[src/hdl/lgb_pkg.sv]
// ----------------------------------------------------------------------------
// lgb_pkg
// Shared types and constants of the linear gradient brush sampler.
// ----------------------------------------------------------------------------
package lgb_pkg;

	localparam int COORD_W = 16;
	localparam int DIFF_W  = COORD_W + 1;
	localparam int PROD_W  = 2 * DIFF_W;
	localparam int REM_W   = PROD_W + 1;
	localparam int CHAN_W  = 8;
	localparam int NCHAN   = 4;
	localparam int COLOR_W = CHAN_W * NCHAN;
	localparam int OPAC_W  = 9;
	localparam int KIND_W  = 2;
	localparam int CFG_IDX_W  = 3;
	localparam int CFG_DATA_W = 32;

	localparam logic [KIND_W-1:0] BRUSH_SOLID  = 2'd0;
	localparam logic [KIND_W-1:0] BRUSH_LINEAR = 2'd1;

	localparam logic [CHAN_W-1:0] CHAN_MAX = 8'hFF;
	localparam logic [COLOR_W-1:0] COLOR_RESET = 32'hFFFF_FFFF;
	localparam logic [OPAC_W-1:0] OPAC_RESET = 9'd256;

	typedef enum logic [CFG_IDX_W-1:0] {
		CFG_BRUSH_KIND = 3'd0,
		CFG_START_X    = 3'd1,
		CFG_START_Y    = 3'd2,
		CFG_END_X      = 3'd3,
		CFG_END_Y      = 3'd4,
		CFG_COLOR_A    = 3'd5,
		CFG_COLOR_B    = 3'd6,
		CFG_OPACITY    = 3'd7
	} cfg_idx_t;

	// class of the projection parameter: zero, one, or a true quotient
	typedef enum logic [1:0] {
		TCLS_ZERO = 2'd0,
		TCLS_ONE  = 2'd1,
		TCLS_DIV  = 2'd2
	} tcls_t;

	typedef struct packed {
		logic  valid;
		tcls_t cls;
	} lgb_ctl_t;

endpackage

[src/hdl/lgb_div.sv]
// ----------------------------------------------------------------------------
// lgb_div
// Pipelined restoring divider: one quotient bit per stage, giving the
// projection parameter t = floor(dot * 2^T / len2) as an unsigned fraction, or 0 or 1.0 by class.
// ----------------------------------------------------------------------------
module lgb_div #(
	parameter int T_FRAC_BITS = 16
) (
	input  logic                            clk,
	input  logic                            arst_n,
	input  logic                            en,
	input  lgb_pkg::lgb_ctl_t               ctl_in,
	input  logic [lgb_pkg::REM_W-1:0]       dot_in,
	input  logic [lgb_pkg::REM_W-1:0]       len_in,
	output lgb_pkg::lgb_ctl_t               ctl_out,
	output logic [T_FRAC_BITS:0]            t_out
);
	import lgb_pkg::*;

	localparam int TW = T_FRAC_BITS + 1;
	localparam logic [TW-1:0] ONE = {1'b1, {T_FRAC_BITS{1'b0}}};

	lgb_ctl_t               ctl_s   [T_FRAC_BITS];
	logic [REM_W-1:0]       rem_s   [T_FRAC_BITS];
	logic [REM_W-1:0]       len_s   [T_FRAC_BITS];
	logic [T_FRAC_BITS-1:0] quo_s   [T_FRAC_BITS];

	lgb_ctl_t               ctl_src [T_FRAC_BITS];
	logic [REM_W-1:0]       rem_src [T_FRAC_BITS];
	logic [REM_W-1:0]       len_src [T_FRAC_BITS];
	logic [T_FRAC_BITS-1:0] quo_src [T_FRAC_BITS];
	logic [REM_W-1:0]       shifted [T_FRAC_BITS];
	logic                   ge      [T_FRAC_BITS];
	logic [REM_W-1:0]       rem_nx  [T_FRAC_BITS];
	logic [T_FRAC_BITS-1:0] quo_nx  [T_FRAC_BITS];

	always_comb begin
		ctl_src[0] = ctl_in;
		rem_src[0] = dot_in;
		len_src[0] = len_in;
		quo_src[0] = '0;
		for (int k = 1; k < T_FRAC_BITS; k++) begin
			ctl_src[k] = ctl_s[k-1];
			rem_src[k] = rem_s[k-1];
			len_src[k] = len_s[k-1];
			quo_src[k] = quo_s[k-1];
		end
		for (int k = 0; k < T_FRAC_BITS; k++) begin
			shifted[k] = {rem_src[k][REM_W-2:0], 1'b0};
			ge[k]      = (shifted[k] >= len_src[k]);
			rem_nx[k]  = ge[k] ? (shifted[k] - len_src[k]) : shifted[k];
			quo_nx[k]  = {quo_src[k][T_FRAC_BITS-2:0], ge[k]};
		end
	end

	always_ff @(posedge clk or negedge arst_n) begin
		if (!arst_n) begin
			for (int k = 0; k < T_FRAC_BITS; k++) begin
				ctl_s[k] <= '0;
			end
		end else if (en) begin
			for (int k = 0; k < T_FRAC_BITS; k++) begin
				ctl_s[k] <= ctl_src[k];
			end
		end
	end

	always_ff @(posedge clk) begin
		if (en) begin
			for (int k = 0; k < T_FRAC_BITS; k++) begin
				rem_s[k] <= rem_nx[k];
				len_s[k] <= len_src[k];
				quo_s[k] <= quo_nx[k];
			end
		end
	end

	assign ctl_out = ctl_s[T_FRAC_BITS-1];

	always_comb begin
		case (ctl_s[T_FRAC_BITS-1].cls)
			TCLS_ONE: t_out = ONE;
			TCLS_DIV: t_out = {1'b0, quo_s[T_FRAC_BITS-1]};
			default:  t_out = '0;
		endcase
	end

endmodule

[config.mk]
export PLATFORM = sky130hd
export DESIGN_NAME = lgb_div
export DESIGN_NICKNAME = d
export VERILOG_FILES = /design/src/hdl/lgb_pkg.sv /design/src/hdl/lgb_div.sv
export SDC_FILE = /design/constraint.sdc
export NUM_CORES = 2
export LEC_CHECK = 0
export BUFFER_PORTS_ARGS = -buffer_cell sky130_fd_sc_hd__buf_2
export CAP_MARGIN = 5
export CORE_ASPECT_RATIO = 1.4
export CORE_MARGIN = 2
export CORE_UTILIZATION = 41
export CTS_BUF_LIST = sky130_fd_sc_hd__clkbuf_8
export CTS_CLUSTER_SIZE = 16
export DETAILED_ROUTE_END_ITERATION = 12
export HOLD_SLACK_MARGIN = 0.03
export SKIP_LAST_GASP = 1
export SLEW_MARGIN = 10
export SYNTH_ARGS = -nofsm -noshare
export SYNTH_HDL_FRONTEND = slang
export SYNTH_SLANG_ARGS = --single-unit
[constraint.sdc]
create_clock -name clk -period 9.1 [get_ports clk]
set_clock_uncertainty 0.1 [all_clocks]
set_input_delay 2.275 -clock clk [delete_from_list [all_inputs] [get_ports clk]]
set_output_delay 2.275 -clock clk [all_outputs]
set_load 0.01 [all_outputs]
==> out/results.env <==
SYNTH-SEQ-CELLS=1219
KIND_OF_CRITICAL_PATH='in2reg'
SYNTH_CELLS=6394
CLKLATENCYLATEPIN_NS=0.93
P_COMB_SHARE_PCT=48.1
SYNTHTOLAYOUTAREAGROWTH_PCT=9.414
P_PER_AREA_nW_PER_UM2=324.8
DESIGN.PORTCOUNT=96
RSZ_0062_RAISED_AFTER_GLOBAL_ROUTING='false'
ROUTEDWLPERCELL_UM=17.56
SYNTH.CELL_AREA_UM2=71700
ROOT_BUFFER='clkbuf_8'
GRT_FIRST_PASS_WIRELENGTH_UM=249800
POWER_LEAKAGE_uW=0.03294
DIE-AREA_UM2=178300
DESIGN_AREA_UM2=78450
TIMING.MAX_CAP.VIOLATIONS=0
VIAS_AFTER_DETAILED_ROUTING=47840
CORE_AREA_UM2=173700
SYNTHESIS.NETS=7046
GLOBAL_ROUTE.OVERFLOW_TOTAL=0
NUMPORTBUFFERS=94
GRT_START_MAX_NET_PINS=162
SHARE_CLK_OF_TOTAL_POWER_PCT=17.2
PERIOD_SHARE_PCT=59.64
AREA_OF_THE_MULTI_INPUT_GATES_UM2=32230
ROUTE.DETAILED.DRC=0
POSTCTSSETUPBUFFERS=0
SYNTHESIS.YOSYS.WARNINGS=0
WORST-ENDPOINT-ARRIVAL_NS=5.96
HTREEDEPTH=4
CRIT_PATH_START_KIND='input port'
SYN_AVG_CELL_AREA_UM2=11.21
SETUP_VIOL=0
POST_DRT_VIA_CELL_RATIO=5.312
TIMING.HOLD.WORST.CLASS='reg2reg'
CLOCK.FMAX_MHz=184.3
ENDPOINT_KIND='flip-flop'
CTS.PATH.MAX_BUFFERS=3
INITIAL_ANTENNA_VIOLATION_COUNT=3
POWER.INTERNAL_uW=15750
WORST_SLEW_MARGIN_REL_PCT=8.997
DIE_SPAN_X_UM=357.4
SEQ_AREA_FRAC_SYNTH_PCT=50.72
CTS_HOLD_BUFFERS=0
CRITICAL_PATH_PEAK_FANOUT=33
NUMBER_OF_SLEW_LIMIT_VIOLATIONS_IN_THE_FINAL_REPORT=0
COUNT_OF_PLACED_STANDARD_CELLS_INCLUDING_TAPS=8647
WORST_SLACK_NS=3.673
WORST_EP_REQUIRED_TIME_NS=9.63
FIRST_ITER_VIOLATIONS=1893
DP_HPWL_UM=123400
DOMINANTREGCELLSYNTH='edfxtp_1'
POST_LAYOUT_NONFILLER_INSTANCES=9006
SYNTH-ASYNC-RESET-RATIO_PCT=3.938
ANTENNA_VIOLATING_NETS_POST_ROUTE=0
TIMING.FINAL.CRIT_PERIOD_NS=5.427
TOTAL_NEGATIVE_SLACK_FOR_SETUP_CHECKS_NS=0
INITIAL_CORE_UTIL_PCT=41.28
P_SW_uW=9733
MOST_COMMON_LIBRARY_CELL_IN_THE_LAYOUT_IGNORING_FILL_AND_TAPS='edfxtp_1'
DRIVE_GT1_SHARE_PCT=11.95
N_FILL_CELL=16020
GP_CONGESTION=0.9843
CLK_PIN_SLEW_WORST_PATHS_NS=0.07
POST_SYNTH_NUM_CELL_TYPES=90
TRITONCTS='built'
ROUTED_WIRE_LENGTH_UM=158100
CHIPHEIGHT_UM=498.8
WORST_IR_DROP_ON_VDD_V=0.0001645
FINAL-HOLD-VIOLATION-COUNT=0
SW_FRAC_OF_TOTAL_PCT=38.20
GRT_PASS1_VIAS=50410
CTS_SINKS=1219
NETS=7209
DETAILEDPLACE.WORSTSLACK_NS=2.795
TRITONCTS.NUM_BUFFERS=195
COMMONEST_NON_FILL_NON_TAP_CELLS_IN_THE_LAYOUT='edfxtp_1 (1171), inv_1 (740), ha_1 (561)'
WORST_PIN_SLEW_NS=1.353
COUNT_OF_FLIP_FLOPS_WITH_A_BUILT_IN_ENABLE_AFTER_SYNTHESIS=1171
PLACEMENT_ROWS=181
CTS.REPAIR.RESIZED=0
RUN_STATUS='complete, no violations'
DRTPASS1ITERATIONS=9
SEQ_AREA_UM2=36360
GRT_UTIL_ALL_LAYERS_PCT=17.67
PLACED_AREA_UM2=74810
POWER.SEQUENTIAL.FRACTION_PCT=34.7
[final timing paths]
check,slack [ns],from,end,depth (start not counted)
max in group asynchronous,6.80,arst_n,ctl_s[9],1
hold / removal,0.31,quo_s[1][84],quo_s[1][101],0
min in group asynchronous,1.45,arst_n,ctl_s[31],1
setup reg to reg,3.88,rem_s[0][171],rem_s[0][179],10
setup / recovery,3.67,len_in[15],rem_s[0][10],12
hold reg to reg,0.31,quo_s[1][84],quo_s[1][101],0
[critical path, cell delays in order]
cell      delay [ns]
buf_2           0.09
inv_1           0.04
ha_1            0.40
nand4_1         0.22
nor3_1          0.53
a32o_1          0.31
a211oi_1        0.08
nor3_1          0.57
a21oi_1         0.24
nor2_4          0.39
buf_4           0.41
mux2_2          0.38
[area by class of cell]
cell class / instances / share of cell area, %
Clock buffer: 198 / 3.474
Tap cell: 2287 / 3.648
Inverter: 675 / 3.230
Multi-Input combinational cell: 4338 / 41.08
Clock inverter: 160 / 1.167
Timing Repair Buffer: 128 / 1.040
Sequential cell: 1219 / 46.35
Antenna cell: 1 / 0.003190
[metrics by stage]
stage               total power, µW  utilization, %  hold WS, ns
floorplan                     18120               -       0.3003
global placement              20950           43.07       0.3004
detailed placement            21140           43.07       0.3045
CTS                           25690           45.16       0.3108
global route                  27370           45.16       0.3129
finish                        25480           45.16       0.3129
[logic make-up (layout without fill, tap and decap cells)]
kind of cell    after synthesis  after routing  synth area share, %
compound gates             1677           1677                14.97
xor+xnor                    443            443                5.411
fa+ha+maj                   576            576                10.21
buf+inv                     837           1161                4.537
flops                      1219           1219                50.72
mux                         358            358                5.612
other cells                   0              1                    0
simple gates               1284           1284                8.547
[sequential cells by signal, summed over array words and instances (netlist names)]
signal	count
ctl_out	3
ctl_s	45
len_s	525
quo_s	136
rem_s	510
[metal layers]
layer | track usage, % | vias to the layer above | part of all wire (%)
li1 | - | 23780 | -
met1 | 13.99 | 22590 | 31
met2 | 36.36 | 913 | 57
met3 | 2.329 | 558 | 2.7
met4 | 14.88 | 0 | 8.9
met5 | 0 | - | 0
[cells in the mapped netlist, types with 19 or more instances]
master	number	share of area, %
and2_1	48	0.42
o21bai_1	57	0.60
nor2b_1	82	0.72
o211ai_1	31	0.32
nand2_1	395	2.1
a21oi_1	513	3.6
clkbuf_1	107	0.56
or3_1	19	0.17
nand4_1	83	0.72
ha_1	561	9.8
nand2b_1	63	0.55
mux2_2	352	5.5
nor2_1	316	1.7
a31oi_1	62	0.54
o21ai_0	340	2.4
inv_1	675	3.5
a31o_2	22	0.27
a21o_1	314	3.3
and3_1	48	0.42
nand3_1	94	0.66
o31ai_1	35	0.37
buf_2	32	0.22
a211oi_1	32	0.34
nor3_1	70	0.49
xor2_1	156	1.9
xnor2_1	287	3.5
o21a_1	58	0.61
o22ai_1	20	0.17
edfxtp_1	1171	49
dfrtp_1	48	1.7
[power groups by stage]
stage                     sequential (µW)  clock, µW  combinational [µW]
final                                8850       4380               12200
after global routing                 9020       4800               13600
after CTS                            8850       4570               12300
after detailed placement             8950          0               12200
after global placement               8930          0               12000
after floorplan                      8700          0                9430
(Power assumes the default switching activity.)
